<file path="src/sv/lts_pkg.sv">
// Package for the link transfer sequencer: payload structs, codes and constants.
// No dependencies; every other file of the block imports it.
package lts_pkg;

    localparam int TIME_W    = 32;
    localparam int CNT_W     = 32;
    localparam int NUM_CNT   = 9;
    localparam int ACT_W     = 6;
    localparam int PHASE_W   = 2;
    localparam int CMD_W     = 2;
    localparam int CFG_IDX_W = 2;

    // commands
    localparam logic [CMD_W-1:0] CMD_POLL  = 2'd0;
    localparam logic [CMD_W-1:0] CMD_DONE  = 2'd1;
    localparam logic [CMD_W-1:0] CMD_RESET = 2'd2;

    // configuration register indexes
    localparam logic [CFG_IDX_W-1:0] REG_HOLD    = 2'd0;
    localparam logic [CFG_IDX_W-1:0] REG_TIMEOUT = 2'd1;

    localparam logic [TIME_W-1:0] HOLD_RESET    = 32'd1000;
    localparam logic [TIME_W-1:0] TIMEOUT_RESET = 32'd1000;

    // action bit positions
    localparam int ACT_ABORT   = 0;
    localparam int ACT_ASSERT  = 1;
    localparam int ACT_RELEASE = 2;
    localparam int ACT_PREPARE = 3;
    localparam int ACT_START   = 4;
    localparam int ACT_ACCEPT  = 5;

    // phase codes
    localparam logic [PHASE_W-1:0] PH_RESET = 2'd0;
    localparam logic [PHASE_W-1:0] PH_IDLE  = 2'd1;
    localparam logic [PHASE_W-1:0] PH_BUSY  = 2'd2;
    localparam logic [PHASE_W-1:0] PH_DONE  = 2'd3;

    // statistics counter slots
    localparam int C_ABORT_FAIL  = 0;
    localparam int C_RESET_FAIL  = 1;
    localparam int C_RESET_TOTAL = 2;
    localparam int C_UNEXPECTED  = 3;
    localparam int C_FAILURE     = 4;
    localparam int C_COMPLETED   = 5;
    localparam int C_TIMEOUT     = 6;
    localparam int C_START_FAIL  = 7;
    localparam int C_STARTED     = 8;

    typedef logic [NUM_CNT-1:0][CNT_W-1:0] lts_cnt_arr_t;
    typedef logic [NUM_CNT-1:0]            lts_bump_t;

    // counters after reset: all zero but reset_total, which starts at one
    localparam lts_cnt_arr_t CNT_RESET = lts_cnt_arr_t'(1) << (C_RESET_TOTAL * CNT_W);

    typedef struct packed {
        logic [CMD_W-1:0]  cmd;
        logic [TIME_W-1:0] now_time;
        logic              completion_ok;
        logic              tx_request;
        logic              peer_request;
        logic              prepare_ok;
        logic              start_ok;
        logic              abort_ok;
        logic              reset_line_ok;
        logic              rx_accept_ok;
    } lts_item_t;

    typedef struct packed {
        logic              reset_held;
        logic              busy;
        logic              done_pending;
        logic              done_success;
        logic              frame_ready;
        logic [TIME_W-1:0] reset_start_time;
        logic [TIME_W-1:0] transfer_start_time;
    } lts_state_t;

    localparam lts_state_t STATE_RESET = '{
        reset_held:          1'b1,
        busy:                1'b0,
        done_pending:        1'b0,
        done_success:        1'b0,
        frame_ready:         1'b0,
        reset_start_time:    '0,
        transfer_start_time: '0
    };

    // step outcome handed from the step logic to the top level
    typedef struct packed {
        logic               ok;
        logic [ACT_W-1:0]   actions;
        logic [PHASE_W-1:0] phase;
    } lts_status_t;

endpackage

</file>
<file path="src/sv/lts_step.sv">
// Step logic: next state, counter bumps, actions and phase for one beat.
// Depends on lts_pkg.
module lts_step
    import lts_pkg::*;
(
    input  lts_item_t         item_in,
    input  lts_state_t        state_cur,
    input  logic [TIME_W-1:0] hold_time,
    input  logic [TIME_W-1:0] timeout_time,
    output lts_state_t        state_next,
    output lts_bump_t         bump,
    output lts_status_t       status
);

    logic [TIME_W-1:0] held_for;
    logic [TIME_W-1:0] running_for;
    logic              assert_req;
    logic              abort_good;
    logic              go;

    assign held_for    = item_in.now_time - state_cur.reset_start_time;
    assign running_for = item_in.now_time - state_cur.transfer_start_time;

    always_comb
    begin
        state_next     = state_cur;
        bump           = '0;
        status.ok      = 1'b0;
        status.actions = '0;
        assert_req     = 1'b0;
        abort_good     = 1'b1;
        go             = 1'b0;

        case (item_in.cmd)
            CMD_POLL:
            begin
                if (state_cur.reset_held)
                begin
                    if (held_for < hold_time)
                    begin
                        status.ok = 1'b1;
                    end
                    else
                    begin
                        status.actions[ACT_RELEASE] = 1'b1;
                        if (!item_in.reset_line_ok)
                        begin
                            bump[C_RESET_FAIL] = 1'b1;
                        end
                        else
                        begin
                            state_next.reset_held = 1'b0;
                            status.ok = 1'b1;
                        end
                    end
                end
                else if (state_cur.done_pending)
                begin
                    state_next.done_pending = 1'b0;
                    state_next.busy         = 1'b0;
                    if (!state_cur.done_success)
                    begin
                        bump[C_FAILURE] = 1'b1;
                    end
                    else
                    begin
                        bump[C_COMPLETED] = 1'b1;
                        status.actions[ACT_ACCEPT] = 1'b1;
                        status.ok = item_in.rx_accept_ok;
                    end
                end
                else if (state_cur.busy)
                begin
                    if (running_for <= timeout_time)
                    begin
                        status.ok = 1'b1;
                    end
                    else
                    begin
                        bump[C_TIMEOUT] = 1'b1;
                        bump[C_FAILURE] = 1'b1;
                        assert_req = 1'b1;
                    end
                end
                else
                begin
                    go = 1'b1;
                    if (!state_cur.frame_ready)
                    begin
                        if (!item_in.tx_request && !item_in.peer_request)
                        begin
                            status.ok = 1'b1;
                            go = 1'b0;
                        end
                        else
                        begin
                            status.actions[ACT_PREPARE] = 1'b1;
                            if (!item_in.prepare_ok)
                            begin
                                go = 1'b0;
                            end
                            else
                            begin
                                state_next.frame_ready = 1'b1;
                            end
                        end
                    end
                    if (go)
                    begin
                        status.actions[ACT_START] = 1'b1;
                        state_next.transfer_start_time = item_in.now_time;
                        if (!item_in.start_ok)
                        begin
                            state_next.busy         = 1'b0;
                            state_next.done_pending = 1'b0;
                            bump[C_START_FAIL] = 1'b1;
                        end
                        else
                        begin
                            state_next.busy        = 1'b1;
                            state_next.frame_ready = 1'b0;
                            bump[C_STARTED] = 1'b1;
                            status.ok = 1'b1;
                        end
                    end
                end
            end
            CMD_DONE:
            begin
                if (!state_cur.busy || state_cur.done_pending)
                begin
                    bump[C_UNEXPECTED] = 1'b1;
                end
                else
                begin
                    state_next.done_success = item_in.completion_ok;
                    state_next.done_pending = 1'b1;
                    status.ok = 1'b1;
                end
            end
            CMD_RESET:
            begin
                assert_req = 1'b1;
            end
            default:
            begin
                status.ok = 1'b0;
            end
        endcase

        // peer reset: drop any running transfer, then drive the line
        if (assert_req)
        begin
            if (state_cur.busy)
            begin
                status.actions[ACT_ABORT] = 1'b1;
                if (!item_in.abort_ok)
                begin
                    bump[C_ABORT_FAIL] = 1'b1;
                    abort_good = 1'b0;
                end
                state_next.busy         = 1'b0;
                state_next.done_pending = 1'b0;
            end
            status.actions[ACT_ASSERT] = 1'b1;
            if (!item_in.reset_line_ok)
            begin
                bump[C_RESET_FAIL] = 1'b1;
                status.ok = 1'b0;
            end
            else
            begin
                state_next.reset_held       = 1'b1;
                state_next.reset_start_time = item_in.now_time;
                bump[C_RESET_TOTAL] = 1'b1;
                status.ok = abort_good;
            end
        end

        if (state_next.reset_held)
        begin
            status.phase = PH_RESET;
        end
        else if (state_next.done_pending)
        begin
            status.phase = PH_DONE;
        end
        else if (state_next.busy)
        begin
            status.phase = PH_BUSY;
        end
        else
        begin
            status.phase = PH_IDLE;
        end
    end

endmodule

</file>
<file path="config.mk">
export PLATFORM = sky130hd
export DESIGN_NAME = lts_step
export DESIGN_NICKNAME = d
export VERILOG_FILES = /design/src/sv/lts_pkg.sv /design/src/sv/lts_step.sv
export SDC_FILE = /design/constraint.sdc
export NUM_CORES = 1
export LEC_CHECK = 0
export BUFFER_PORTS_ARGS = -buffer_cell sky130_fd_sc_hd__buf_2
export CAP_MARGIN = 20
export CORE_MARGIN = 1
export CORE_UTILIZATION = 55
export DETAILED_ROUTE_END_ITERATION = 6
export PLACE_DENSITY = 0.91
export SETUP_SLACK_MARGIN = 0.05
export SYNTH_ARGS = -nofsm -noshare
export SYNTH_HDL_FRONTEND = slang
export SYNTH_SLANG_ARGS = --single-unit
export TNS_END_PERCENT = 10
</file>
<file path="constraint.sdc">
create_clock -name vclk -period 15.98
set_clock_uncertainty 0.15 [all_clocks]
set_input_delay 0.799 -clock vclk [all_inputs]
set_output_delay 0.799 -clock vclk [all_outputs]
set_load 0.03 [all_outputs]
</file>
Yosys cells after proc, flatten, opt, wreduce, memory -nomap -nowiden
Index checks and enable logic that the tools add are counted.
{"block": "op_classes", "n_mux": 91, "add_sub_neg": 2, "order_cmp": 2, "n_eq_ne": 2, "reduce_logical": 6}
{"cell": "$mux 32", "n": 7}
{"cell": "$sub 32x32->32", "n": 2}
{"cell": "$mux 1", "n": 58}
{"cell": "$le 32x32->1", "n": 1}
{"cell": "$lt 32x32->1", "n": 1}
{"cell": "$mux 2", "n": 16}
{"cell": "$mux 3", "n": 4}
{"cell": "$mux 5", "n": 2}
{"cell": "$pmux 1 s2", "n": 3}
{"cell": "$mux 4", "n": 1}
{"cell": "$logic_not 1->1", "n": 3}
{"cell": "$eq 2x1->1 const B", "n": 1}
{"cell": "$eq 2x2->1 const B", "n": 1}
{"cell": "$logic_not 2->1", "n": 1}
{"cell": "$logic_and 1x1->1", "n": 1}
{"cell": "$logic_or 1x1->1", "n": 1}
{"block": "totals", "register_bits": 0, "inputBits": 175, "elab_cells": 103}

Longest topological paths before layout
{"block": "depth", "ltp_word": 18, "ltp_mapped": 22, "mapped_depth_nobuf": 21}

Least setup slack after synthesis
No wires, ideal clock.
{"block": "synth_timing", "path_type": "in2out", "from": "in state_cur[6] in the netlist's numbering", "to": "out state_next[33] in the netlist's numbering", "path_slack_ns": 9.565, "path_stages": 21, "t_arrival_ns": 5.466, "path_cell_list": "inv_1 ha_1 a21oi_1 o21ai_1 a2111oi_0 a21oi_1 a21o_1 a41o_1 o41ai_1 xnor2_1 ha_1 a2111oi_0 o21ai_1 a221oi_1 o41ai_1 o31ai_1 o21a_1 or3_1 buf_4 buf_4 mux2i_1"}
{"element": "from (decl)", "line_no": "lts_step.sv:7", "rtl": "input lts_state_t state_cur,"}
{"element": "to (decl)", "line_no": "lts_step.sv:10", "rtl": "output lts_state_t state_next,"}

==> metrics.txt <==
Area Growth Syn to Fin=23.1%; TNS Setup=0 ns; Seq cells=0; die height=107 µm; DRC viols=0; Post-Place Cells=1275; number of antenna violations at the first check in global routing=1; status=finished clean; multi-input logic area=around 5300 µm²; I/O pin total=262; overall die width=107 µm; CP max stage delay=0.75 ns; Starting Density=0.575; WS Path Type=in2out; max cap viols=0; total power=roughly 0.32 mW; top cells by area, synth=ha_1 26%, inv_1 9.3%, a21oi_1 5.8%; routability cong.=0.976; first-pass GRT wire length=between 30000 and 40000 µm; drt initial violations=598; combinational cell fraction of total power=1.000; worst path required time=15.03 ns; Yosys Warn Count=0; Final Worst Setup Slack=8.54 ns; detailed placer's ending HPWL=17200 µm; worst ir drop on vdd=about 0.024 mV; vias per cell=5.84; Flop pwr share=0; num rows=37; Synth area leader=ha_1; Place WS=8.58 ns; actual slew at the worst max-slew pin=0.945 ns; Clock Buffer Count=0; Power Dens Cells=approximately 44 nW/µm²; Fill cells=between 900 and 1000; CP Max Fanout=37; Leakage=4.29 nW; hold path start=item_in[3]; Post-Route WL=between 15000 and 20000 µm; Max Slew Vio Count=0; Hold Vio Cnt, Final=0; Slowest cell on crit path=or3_2; WL/cell=around 16 µm; worst hold path class=in2out; WP buf/inv=2; sequential cell area=0 µm²; Post-CTS Hold Fix Bufs=0; share of post-route cells with drive strength above 1=0.240; post-CTS resize count=0; synthesized cell area=6010 µm²; port bufs=262; DRT antenna net count=0; Nets=1443; CP Launch Type=input pin; Switching Share=0.587; Max Fclk=around 130 MHz; Max-slew headroom=0.370; Post-CTS Setup Bufs=0; Tcrit/Tclk final=0.466; core area=10500 µm²; Synth top area share=0.260; switching power=between 0.15 and 0.2 mW; crit path launch=item_in[15]; Unique masters post-synth=67; register area share after synthesis=0; Gate Count Post-Synth=897; CP cell instances=buf_2 -> ha_1 -> a2111oi_0 -> nor3_1 -> o21a_1 -> o211ai_1 -> nand2_1 -> a211oi_1 -> o21ai_1 -> xnor2_1 -> ha_1 -> a2111oi_0 -> o21ai_1 -> a221oi_1 -> o41ai_1 -> o31ai_1 -> o21a_1 -> or3_2 -> mux2_1 -> buf_2; Non-Filler Instances=1276; Int Pwr=0.134 mW; Total GRT Usage=0.333; Net Count, Synth=1199; TritonRoute pass-1 iters=7; vias in the first global route=6949; Layout Utilization=0.707; gr ovfl total=0; Critical Path End Type=output pin; Worst Path Arrival=6.49 ns; RSZ-0062 raised after global routing=false; Die ar.=between 10000 and 15000 µm²; syn_area_per_cell=6.70 µm²; clock share of power=0; cell family with most CP delay=compound AO/OA/AOI/OAI gates; Final setup viols=0; largest net degree at the start of global routing=38; routed vias=roughly 7500; Tmin final=7.44 ns
## final timing paths
check	endpoint	slack (ns)	cells past startpoint
setup / recovery	state_next[55]	8.54	20
hold / removal	bump[7]	1.77	3
## power groups by stage
stage,Combinational (mW),Clock (mW),Sequential [mW]
final,0.324,0.00000000837,0
after global routing,0.357,0.00000000837,0
after CTS,0.319,0,0
after detailed placement,0.318,0,0
after global placement,0.306,0,0
after floorplan,0.227,0,0
## cells in the mapped netlist (6+ instances only)
library cell / number
a2111oi_0: 9
nand2_1: 78
and3_1: 9
a21oi_1: 70
o21ai_0: 64
inv_1: 149
ha_1: 125
nand4_1: 19
a211oi_1: 7
or3_1: 6
nor2_1: 58
nor3_1: 15
o21bai_1: 9
o21a_1: 11
o21ai_1: 12
xor2_1: 16
nand2b_1: 14
a21o_1: 32
xnor2_1: 33
buf_4: 6
o211ai_1: 7
mux2_1: 31
clkbuf_1: 15
nor2b_1: 11
nand3_1: 17
## cell usage in the layout (no fill, tap or decap), types with 31 or more instances in the layout
master   count
mux2_1      31
a21oi_1     70
a21o_1      32
ha_1       125
nand2_1     78
o21ai_0     64
xnor2_1     33
buf_2      262
inv_1      149
nor2_1      58
## kinds of logic (layout without fill, tap and decap cells)
kind of cell,count (synthesis),after routing,share of synthesized area
XOR/XNOR,49,49,0.0714
AO/OA/AOI/OAI,271,271,0.292
AND/OR/NAND/NOR,243,243,0.194
adder cells (fa/ha/maj),127,127,0.267
buffers and inverters,172,414,0.111
other,0,1,0
multiplexers,35,35,0.0649
## worst min-delay path: stages
cell    delay [ns]
buf_2         0.10
nor2_1        0.05
buf_2         0.17
## per-stage QoR
step	instance area, µm²	hold slack, ns
finish	7400	1.77
global placement	7400	1.77
global route	7400	1.79
detailed placement	7400	1.77
CTS	7400	1.77
floorplan	6010	1.57
## layout make-up
type                       instances  area share
timing repair buffer             263       0.178
tap                              136      0.0230
antenna                            1    0.000338
inverter                         151      0.0766
multi-input combinational        725       0.722
## layer usage
layer	vias up	part of all wire	track usage
met5	-	0	0
met4	0	0.035	0.112
met3	60	0.088	0.0380
met2	381	0.47	0.591
met1	3342	0.41	0.415
li1	3668	-	-
(Power assumes the default switching activity.)
