===== config.mk =====
export PLATFORM = sky130hd
export DESIGN_NAME = lts_counters
export DESIGN_NICKNAME = d
export VERILOG_FILES = /design/src/sv/lts_pkg.sv /design/src/sv/lts_counters.sv
export SDC_FILE = /design/constraint.sdc
export NUM_CORES = 1
export LEC_CHECK = 0
export ABC_AREA = 1
export BUFFER_PORTS_ARGS = -buffer_cell sky130_fd_sc_hd__clkbuf_2
export CORE_MARGIN = 2
export CORE_UTILIZATION = 45
export CTS_CLUSTER_SIZE = 8
export DETAILED_ROUTE_END_ITERATION = 10
export SLEW_MARGIN = 0
export SYNTH_ARGS = -nofsm -noshare
export SYNTH_HDL_FRONTEND = slang
export SYNTH_SLANG_ARGS = --single-unit
export TNS_END_PERCENT = 10

===== constraint.sdc =====
create_clock -name clk -period 2.4 [get_ports clk]
set_input_delay 0.36 -clock clk [delete_from_list [all_inputs] [get_ports clk]]
set_output_delay 0.36 -clock clk [all_outputs]
set_load 0.02 [all_outputs]

===== src/sv/lts_pkg.sv =====
// Package for the link transfer sequencer: payload structs, codes and constants.
// No dependencies; every other file of the block imports it.
package lts_pkg;

    localparam int TIME_W    = 32;
    localparam int CNT_W     = 32;
    localparam int NUM_CNT   = 9;
    localparam int ACT_W     = 6;
    localparam int PHASE_W   = 2;
    localparam int CMD_W     = 2;
    localparam int CFG_IDX_W = 2;

    // commands
    localparam logic [CMD_W-1:0] CMD_POLL  = 2'd0;
    localparam logic [CMD_W-1:0] CMD_DONE  = 2'd1;
    localparam logic [CMD_W-1:0] CMD_RESET = 2'd2;

    // configuration register indexes
    localparam logic [CFG_IDX_W-1:0] REG_HOLD    = 2'd0;
    localparam logic [CFG_IDX_W-1:0] REG_TIMEOUT = 2'd1;

    localparam logic [TIME_W-1:0] HOLD_RESET    = 32'd1000;
    localparam logic [TIME_W-1:0] TIMEOUT_RESET = 32'd1000;

    // action bit positions
    localparam int ACT_ABORT   = 0;
    localparam int ACT_ASSERT  = 1;
    localparam int ACT_RELEASE = 2;
    localparam int ACT_PREPARE = 3;
    localparam int ACT_START   = 4;
    localparam int ACT_ACCEPT  = 5;

    // phase codes
    localparam logic [PHASE_W-1:0] PH_RESET = 2'd0;
    localparam logic [PHASE_W-1:0] PH_IDLE  = 2'd1;
    localparam logic [PHASE_W-1:0] PH_BUSY  = 2'd2;
    localparam logic [PHASE_W-1:0] PH_DONE  = 2'd3;

    // statistics counter slots
    localparam int C_ABORT_FAIL  = 0;
    localparam int C_RESET_FAIL  = 1;
    localparam int C_RESET_TOTAL = 2;
    localparam int C_UNEXPECTED  = 3;
    localparam int C_FAILURE     = 4;
    localparam int C_COMPLETED   = 5;
    localparam int C_TIMEOUT     = 6;
    localparam int C_START_FAIL  = 7;
    localparam int C_STARTED     = 8;

    typedef logic [NUM_CNT-1:0][CNT_W-1:0] lts_cnt_arr_t;
    typedef logic [NUM_CNT-1:0]            lts_bump_t;

    // counters after reset: all zero but reset_total, which starts at one
    localparam lts_cnt_arr_t CNT_RESET = lts_cnt_arr_t'(1) << (C_RESET_TOTAL * CNT_W);

    typedef struct packed {
        logic [CMD_W-1:0]  cmd;
        logic [TIME_W-1:0] now_time;
        logic              completion_ok;
        logic              tx_request;
        logic              peer_request;
        logic              prepare_ok;
        logic              start_ok;
        logic              abort_ok;
        logic              reset_line_ok;
        logic              rx_accept_ok;
    } lts_item_t;

    typedef struct packed {
        logic              reset_held;
        logic              busy;
        logic              done_pending;
        logic              done_success;
        logic              frame_ready;
        logic [TIME_W-1:0] reset_start_time;
        logic [TIME_W-1:0] transfer_start_time;
    } lts_state_t;

    localparam lts_state_t STATE_RESET = '{
        reset_held:          1'b1,
        busy:                1'b0,
        done_pending:        1'b0,
        done_success:        1'b0,
        frame_ready:         1'b0,
        reset_start_time:    '0,
        transfer_start_time: '0
    };

    // step outcome handed from the step logic to the top level
    typedef struct packed {
        logic               ok;
        logic [ACT_W-1:0]   actions;
        logic [PHASE_W-1:0] phase;
    } lts_status_t;

endpackage


===== src/sv/lts_counters.sv =====
// Nine saturating statistics counters, bumped at most once each per beat.
// Depends on lts_pkg.
module lts_counters
    import lts_pkg::*;
(
    input  logic         clk,
    input  logic         rst_n,
    input  logic         step_en,
    input  lts_bump_t    bump,
    output lts_cnt_arr_t cnt_next
);

    lts_cnt_arr_t cnt_reg;

    always_comb
    begin
        for (int i = 0; i < NUM_CNT; i++)
        begin
            if (bump[i] && (cnt_reg[i] != {CNT_W{1'b1}}))
            begin
                cnt_next[i] = cnt_reg[i] + {{(CNT_W-1){1'b0}}, 1'b1};
            end
            else
            begin
                cnt_next[i] = cnt_reg[i];
            end
        end
    end

    always_ff @(posedge clk or negedge rst_n)
    begin
        if (!rst_n)
        begin
            cnt_reg <= CNT_RESET;
        end
        else if (step_en)
        begin
            cnt_reg <= cnt_next;
        end
    end

endmodule


After elaboration in Yosys (flattened, before gate mapping)
Index checks and enable logic that the tools add are counted.
- add/sub/neg operators: 9
- equal/unequal tests: 9
- multiplexer cells: 9
- reduce and logical (&&, ||, !) cells: 9
- operators by type and width (cell ; number):
    $add 32x1->32 const B ; 9
    $mux 32 ; 9
    $ne 32x32->1 const B ; 9
    $logic_and 1x1->1 ; 9
- bits in registers: 288
- input bits: 12
- logic and storage cells: 45

Logic depth before layout (Yosys ltp)
Gate-level depths: netlist of the first run.
- depth after elaboration: 3
- mapped depth: 12
- depth with buffers taken out: 12

Worst setup path after synthesis of the first run
No wires, ideal clock.
- path type: register to output
- start: register cnt_reg[128] in the netlist's numbering
- end: output cnt_next[146] in the netlist's numbering
- data arrival time: 1811 ps
- required time: 2040 ps
- slack: 229 ps
- cell stages (with the launch flop): 11
- buffers on the path: 2
- cells stage by stage: dfrtp_1 -> ha_1 -> inv_1 -> nor2_8 -> nand2_4 -> nor2_2 -> nand3_2 -> buf_6 -> buf_6 -> nand4_1 -> and2_1
- RTL lines (what ; RTL line ; RTL):
    from (decl) ; lts_counters.sv:13 ; lts_cnt_arr_t cnt_reg;
    from (signal assigned) ; lts_counters.sv:38 ; cnt_reg <= cnt_next;
    to (decl) ; lts_counters.sv:10 ; output lts_cnt_arr_t cnt_next

==> results of run 1 <==
[power groups by stage]
stage	logic, mW	clock network [mW]	registers (mW)
2_1_floorplan	3.30	0	6.32
3_3_place_gp	5.13	0	6.53
3_5_place_dp	5.16	0	6.52
4_1_cts	5.90	5.82	6.46
5_1_grt	7.02	6.01	6.62
6_report	6.44	5.68	6.51
[final cells by class]
cell class	count	area (um^2)
fill	4801	18650
sequential	288	7266
timing repair buffer	594	5206
clock buffer	58	1195
tap	672	840.8
multi-input combinational	2922	15280
inverter	404	1526
[synthesized netlist by cell type (33+ instances only)]
master / number / area share
dfrtp_1: 287 / 0.32
nand4_1: 103 / 0.028
nor2_1: 395 / 0.065
nand3_1: 496 / 0.11
and2_1: 193 / 0.053
nand3_2: 33 / 0.015
clkbuf_1: 62 / 0.010
o21ai_0: 125 / 0.028
nand2_1: 1376 / 0.23
inv_1: 402 / 0.066
nor3_1: 39 / 0.0086
xnor2_1: 33 / 0.013
buf_2: 40 / 0.0088
[cell families after synthesis]
logic type      Yosys count  share of synthesized area
compound gates          165                    0.03743
xor+xnor                 44                    0.01698
fa+ha+maj                 9                   0.004961
buf+inv                 527                    0.09431
flops                   288                     0.3176
simple gates           2702                     0.5288
[worst max-delay path, stage by stage, from the launching register on]
cell and delay (ps):
dfstp_2 550, ha_4 160, nand2_4 60, nor2_4 130, nand2_4 90, nor2_4 130, nand2_4 100, buf_12 150
buf_16 130, nand3_2 60, nand2_2 50, and2_4 170, buf_8 130
[metrics by stage]
step | setup TNS [ps] | instances
floorplan | 0 | 3735
global placement | -52.17 | 4740
detailed placement | -69.34 | 4740
CTS | -68780 | 4878
global route | -96110 | 4938
finish | -59810 | 4938
[what timing repair did]
action                                  4_1_cts  5_1_grt
gates cloned                                  7       10
hold endpoints to repair                     43        0
gates resized for setup                     513      505
pin swaps                                    83       85
endpoints found under the setup margin      288      289
hold buffers                                  1        0
buffers inserted                             72       52
[layout by cell type (no fill, tap or decap), types with 3 or more instances in the layout]
cell type	instances
clkbuf_4	19
clkbuf_1	11
inv_1	389
nor3_4	4
inv_2	12
clkbuf_2	121
xnor2_1	31
buf_8	27
dfrtp_2	46
nor2_2	98
nand3_4	14
buf_2	35
and2_4	66
clkbuf_8	43
nor3_2	11
o21ai_0	120
nand3_1	459
nor3_1	24
nand4_1	103
xor2_1	11
clkbuf_16	54
ha_4	6
buf_12	18
nor2_4	65
nand2_2	138
nand2_4	36
ha_2	3
and2_1	127
nor2_1	254
buf_4	258
o21ai_2	9
buf_16	3
o21ai_1	31
nand2_1	1224
buf_6	62
dfrtp_1	241
nand3b_1	15
nand3_2	59
[worst max-delay path by stage]
| stage | slack (ps) | to | start | cells after the start |
|---|---|---|---|---|
| floorplan | 230 | cnt_next[146] | cnt_reg[128] | 10 |
| global placement | -40 | cnt_next[84] | cnt_reg[64] | 9 |
| detailed placement | -40 | cnt_next[84] | cnt_reg[64] | 8 |
| CTS | -420 | cnt_next[66] | cnt_reg[64] | 12 |
| global route | -490 | cnt_next[71] | cnt_reg[64] | 12 |
| finish | -420 | cnt_next[79] | cnt_reg[64] | 12 |
[metal layers]
| metal | part of all wire | routed length [um] | GRT usage | vias to the layer above |
|---|---|---|---|---|
| met2 | 0.47 | 35960 | 0.4595 | 649 |
| li1 | - | - | - | 12870 |
| met1 | 0.44 | 33860 | 0.3675 | 11770 |
| met5 | 0 | 0 | 0 | - |
| met3 | 0.049 | 3739 | 0.03755 | 146 |
| met4 | 0.035 | 2704 | 0.1027 | 0 |
==> impl_metrics.env, run 1 <==
export IMPL_hold_viol=0
export IMPL_cp_required_ps=2040
export IMPL_synth_edff_count=0
export IMPL_vias=25430
export IMPL_dominantRegCellSynth="dfrtp_1"
export IMPL_finalInstanceArea_mm2=0.03132
export IMPL_maxCapViolations=0
export IMPL_slew_headroom=0.5674
export IMPL_final_layout_size_suffix_gt1_frac=0.2855
export IMPL_seqPwrFrac=0.349
export IMPL_finalPower_mw=18.63
export IMPL_cts_tree="yes"
export IMPL_worst_pin_slew_ps=648.9
export IMPL_start_util=0.4543
export IMPL_p_clk_frac=0.305
export IMPL_rows=82
export IMPL_ys_ff_latch=288
export IMPL_setup_viol=288
export IMPL_cts_path_max_buffers=3
export IMPL_p_int_mw=11.73
export IMPL_vias_per_cell=5.150
export IMPL_grt_max_degree=145
export IMPL_core_mm2=0.04997
export IMPL_r2r_end="cnt_reg[81]"
export IMPL_fin_hold_ws_ps=225.8
export IMPL_grt_usage=0.2768
export IMPL_clk_insertion_delay_late_ps=560
export IMPL_ios=300
export IMPL_r2r_cells=18
export IMPL_die_w_um=228.6
export IMPL_status="finished with violations"
export IMPL_cp_max_fo=6
export IMPL_path_class="reg -> out"
export IMPL_max_freq_ghz=0.3541
export IMPL_grt_overflow_total=0
export IMPL_powerDensity_mw_per_mm2=595.0
export IMPL_layout_nets=4273
export IMPL_skew_ps=13.61
export IMPL_syn_inst=3735
export IMPL_arrival_ps=2460
export IMPL_dp_slack_ps=-35.58
export IMPL_grt_pass1_wl_um=119200
export IMPL_dp_final_hpwl_um=53570
export IMPL_grt_pass1_vias=23450
export IMPL_synth_cell_types=34
export IMPL_worstHoldStart="step_en"
export IMPL_violations="setup timing"
export IMPL_antenna_found_initial=0
export IMPL_fin_crit_sh=1.177
export IMPL_fin_util=0.6268
export IMPL_critPathCaptureType="primary output"
export IMPL_cts_root_buf="clkbuf_16"
export IMPL_numCtsBuffers=42
export IMPL_area_growth_pct=37.97
export IMPL_hold_end="cnt_reg[39]"
export IMPL_die_area_mm2=0.05226
export IMPL_r2r_setup_slack_ps=-350
export IMPL_synth_warnings=0
export IMPL_r2r_start="cnt_reg[64]"
export IMPL_holdPathStages=3
export IMPL_placed_area_mm2=0.02579
export IMPL_synth_async_reset_ratio=1.000
export IMPL_drtIter0Drc=1823
export IMPL_ir_drop_mv=0.5317
export IMPL_combPwrFrac=0.346
export IMPL_syn_area_per_cell_um2=6.077
export IMPL_diodes=0
export IMPL_start_kind="flip-flop"
export IMPL_rsz0062_at_grt="true"
export IMPL_clkTransAtPathRegs_ps=60
export IMPL_synthesis_area_mm2=0.02270
export IMPL_largest_register_ffs=288
export IMPL_htreeDepth=2
export IMPL_leakage_nw=14.80
export IMPL_yosysSeqAreaShare=0.3176
export IMPL_period_minus_slack_ps=2824
export IMPL_wl_um=76260
export IMPL_swShare=0.3705
export IMPL_hold_class="in -> reg"
export IMPL_first_pass_iters=5
export IMPL_setup_ws_ps=-423.9
export IMPL_drc_errors=0
export IMPL_gp_congestion=0.9338
export IMPL_power_switching_mw=6.903
export IMPL_finalMaxSlewViolations=0
export IMPL_ant_nets=0
export IMPL_die_y_um=228.6
export IMPL_wl_per_cell_um=15.44
export IMPL_clock_sinks=288
export IMPL_syn_num_nets=3756
export IMPL_port_buffers=299
Note: power is estimated with default switching activity, not from simulation.
==> run 2: changes to the inputs <==
CORE_MARGIN = 8   (was 2)
PLACE_DENSITY = 0.75   (was default)
==> run 2 against run 1 <==
Compared with the run above:
- clock skew rose by 19 ps
- critical path depth is 1 lower
- worst hold slack lost 54 ps
- largest cell class unchanged
- clock power about the same
- critical endpoint unchanged
- the run still ends with setup timing left
- register-to-register slack got worse by 40 ps
==> impl_metrics.env, run 2 (same netlist as run 1, synthesis figures left out) <==
export IMPL_status="finished with violations"
export IMPL_violations="setup timing"
export IMPL_ios=300
export IMPL_cts_path_max_buffers=3
export IMPL_grt_usage=0.2568
export IMPL_fin_util=0.6343
export IMPL_finalMaxSlewViolations=0
export IMPL_layout_nets=4284
export IMPL_drc_errors=0
export IMPL_startpoint="cnt_reg[64]"
export IMPL_r2r_start="cnt_reg[26]"
export IMPL_slew_headroom=0.5611
export IMPL_fillCellCount=4177
export IMPL_period_minus_slack_ps=2817
export IMPL_start_util=0.4543
export IMPL_largest_register_ffs=288
export IMPL_maxCapViolations=0
export IMPL_placed_area_mm2=0.02557
export IMPL_vias=27120
export IMPL_die_w_um=240.6
export IMPL_hold_class="in -> reg"
export IMPL_setup_viol=291
export IMPL_leakage_nw=14.89
export IMPL_grt_overflow_total=0
export IMPL_critPathCaptureType="primary output"
export IMPL_skew_ps=32.87
export IMPL_htreeDepth=2
export IMPL_gp_congestion=0.9715
export IMPL_vias_per_cell=5.475
export IMPL_rows=82
export IMPL_cp_required_ps=2040
export IMPL_finalInstanceArea_mm2=0.03170
export IMPL_core_mm2=0.04997
export IMPL_grt_max_degree=135
export IMPL_path_class="reg -> out"
export IMPL_clkTransAtPathRegs_ps=50
export IMPL_diodes=0
export IMPL_cp_max_fo=6
export IMPL_hold_viol=0
export IMPL_worstHoldStart="step_en"
export IMPL_first_pass_iters=6
export IMPL_cts_root_buf="clkbuf_16"
export IMPL_setup_ws_ps=-416.7
export IMPL_fin_crit_sh=1.174
export IMPL_ant_nets=0
export IMPL_final_layout_size_suffix_gt1_frac=0.2995
export IMPL_grt_pass1_vias=24060
export IMPL_max_freq_ghz=0.3550
export IMPL_die_y_um=240.6
export IMPL_clk_insertion_delay_late_ps=570
export IMPL_start_kind="flip-flop"
export IMPL_drtIter0Drc=2688
export IMPL_clock_sinks=288
export IMPL_wl_um=83020
export IMPL_area_growth_pct=39.63
export IMPL_arrival_ps=2460
export IMPL_dp_final_hpwl_um=54800
export IMPL_final_common_cell="nand2_1"
export IMPL_wl_per_cell_um=16.76
export IMPL_antenna_found_initial=0
export IMPL_layout_common_cells="1,219 x nand2_1, 451 x nand3_1, 386 x inv_1"
export IMPL_worst_pin_slew_ps=658.4
export IMPL_rsz0062_at_grt="true"
export IMPL_numCtsBuffers=43
export IMPL_powerDensity_mw_per_mm2=598.5
export IMPL_cts_tree="yes"
export IMPL_port_buffers=299
export IMPL_grt_pass1_wl_um=123100
export IMPL_die_area_mm2=0.05789
export IMPL_ir_drop_mv=0.4903
==> run 2: changes by cell type in the layout (fill, tap and decap cells not counted), moves of 8 or more <==
cell / previous run / this run
buf_6: 62 / 85
nor2_2: 98 / 106
nand3_1: 459 / 451
nor2_1: 254 / 230
nor2_4: 65 / 81
nand2_2: 138 / 147
==> run 2: what timing repair did <==
action	CTS	global route
pin swaps	60	115
endpoints found under the hold margin	43	0
cloned	9	14
endpoints found under the setup margin	288	291
resized for setup	450	660
hold buffers	1	0
buffers inserted	79	77
==> run 2: cell type report <==
| class | instances | area (um^2) | share of cell area |
|---|---|---|---|
| clock buffer | 58 | 1152 | 0.03636 |
| tap | 672 | 840.8 | 0.02653 |
| multi-input combinational | 2924 | 15590 | 0.4918 |
| timing repair buffer | 602 | 5285 | 0.1667 |
| inverter | 404 | 1524 | 0.04808 |
| clock inverter | 5 | 36.28 | 0.001145 |
| sequential | 288 | 7268 | 0.2293 |
==> run 2: critical path, cell delays in order, from the launching register on <==
cell and delay (ps):
dfstp_2 570, ha_4 150, nand2_2 50, nor2_2 130, nand2_2 110, nor2_4 140
nand2_4 120, clkbuf_16 200, nand3_2 50, nand2_1 70, and2_4 160, clkbuf_8 150
==> run 2: power by group <==
| group | total (mW) | switching [mW] | internal (mW) |
|---|---|---|---|
| Sequential | 6.58 | 0.968 | 5.61 |
| Clock | 5.66 | 2.35 | 3.31 |
| Combinational | 6.73 | 3.89 | 2.84 |
==> run 2: final timing paths <==
check | endpoint | slack (ps) | cells past startpoint
max reg2reg | cnt_reg[29] | -390 | 19
min in group asynchronous | cnt_reg[176] | 320 | 2
min | cnt_reg[136] | 170 | 3
min reg2reg | cnt_reg[61] | 540 | 2
max | cnt_next[79] | -420 | 11
max in group asynchronous | cnt_reg[2] | 1320 | 3
==> run 2: routing by layer <==
metal,global-route usage,vias to the layer above,share of wire
met5,0,-,0
met4,0.09816,0,0.043
met3,0.04989,285,0.089
met2,0.4138,1316,0.47
met1,0.3389,12630,0.40
li1,-,12890,-
==> run 2: per-stage QoR <==
stage               cells  power [mW]  setup TNS (ps)  hold slack (ps)  setup WS [ps]
floorplan            3735       9.619               0            64.41          228.8
global placement     4712       11.62               0            319.5          53.98
detailed placement   4712       11.68               0            323.1          45.83
CTS                  4864       18.14          -72180            133.7         -444.4
global route         4953       19.94          -99300            152.6         -503.0
finish               4953       18.97          -67540            172.1         -416.7
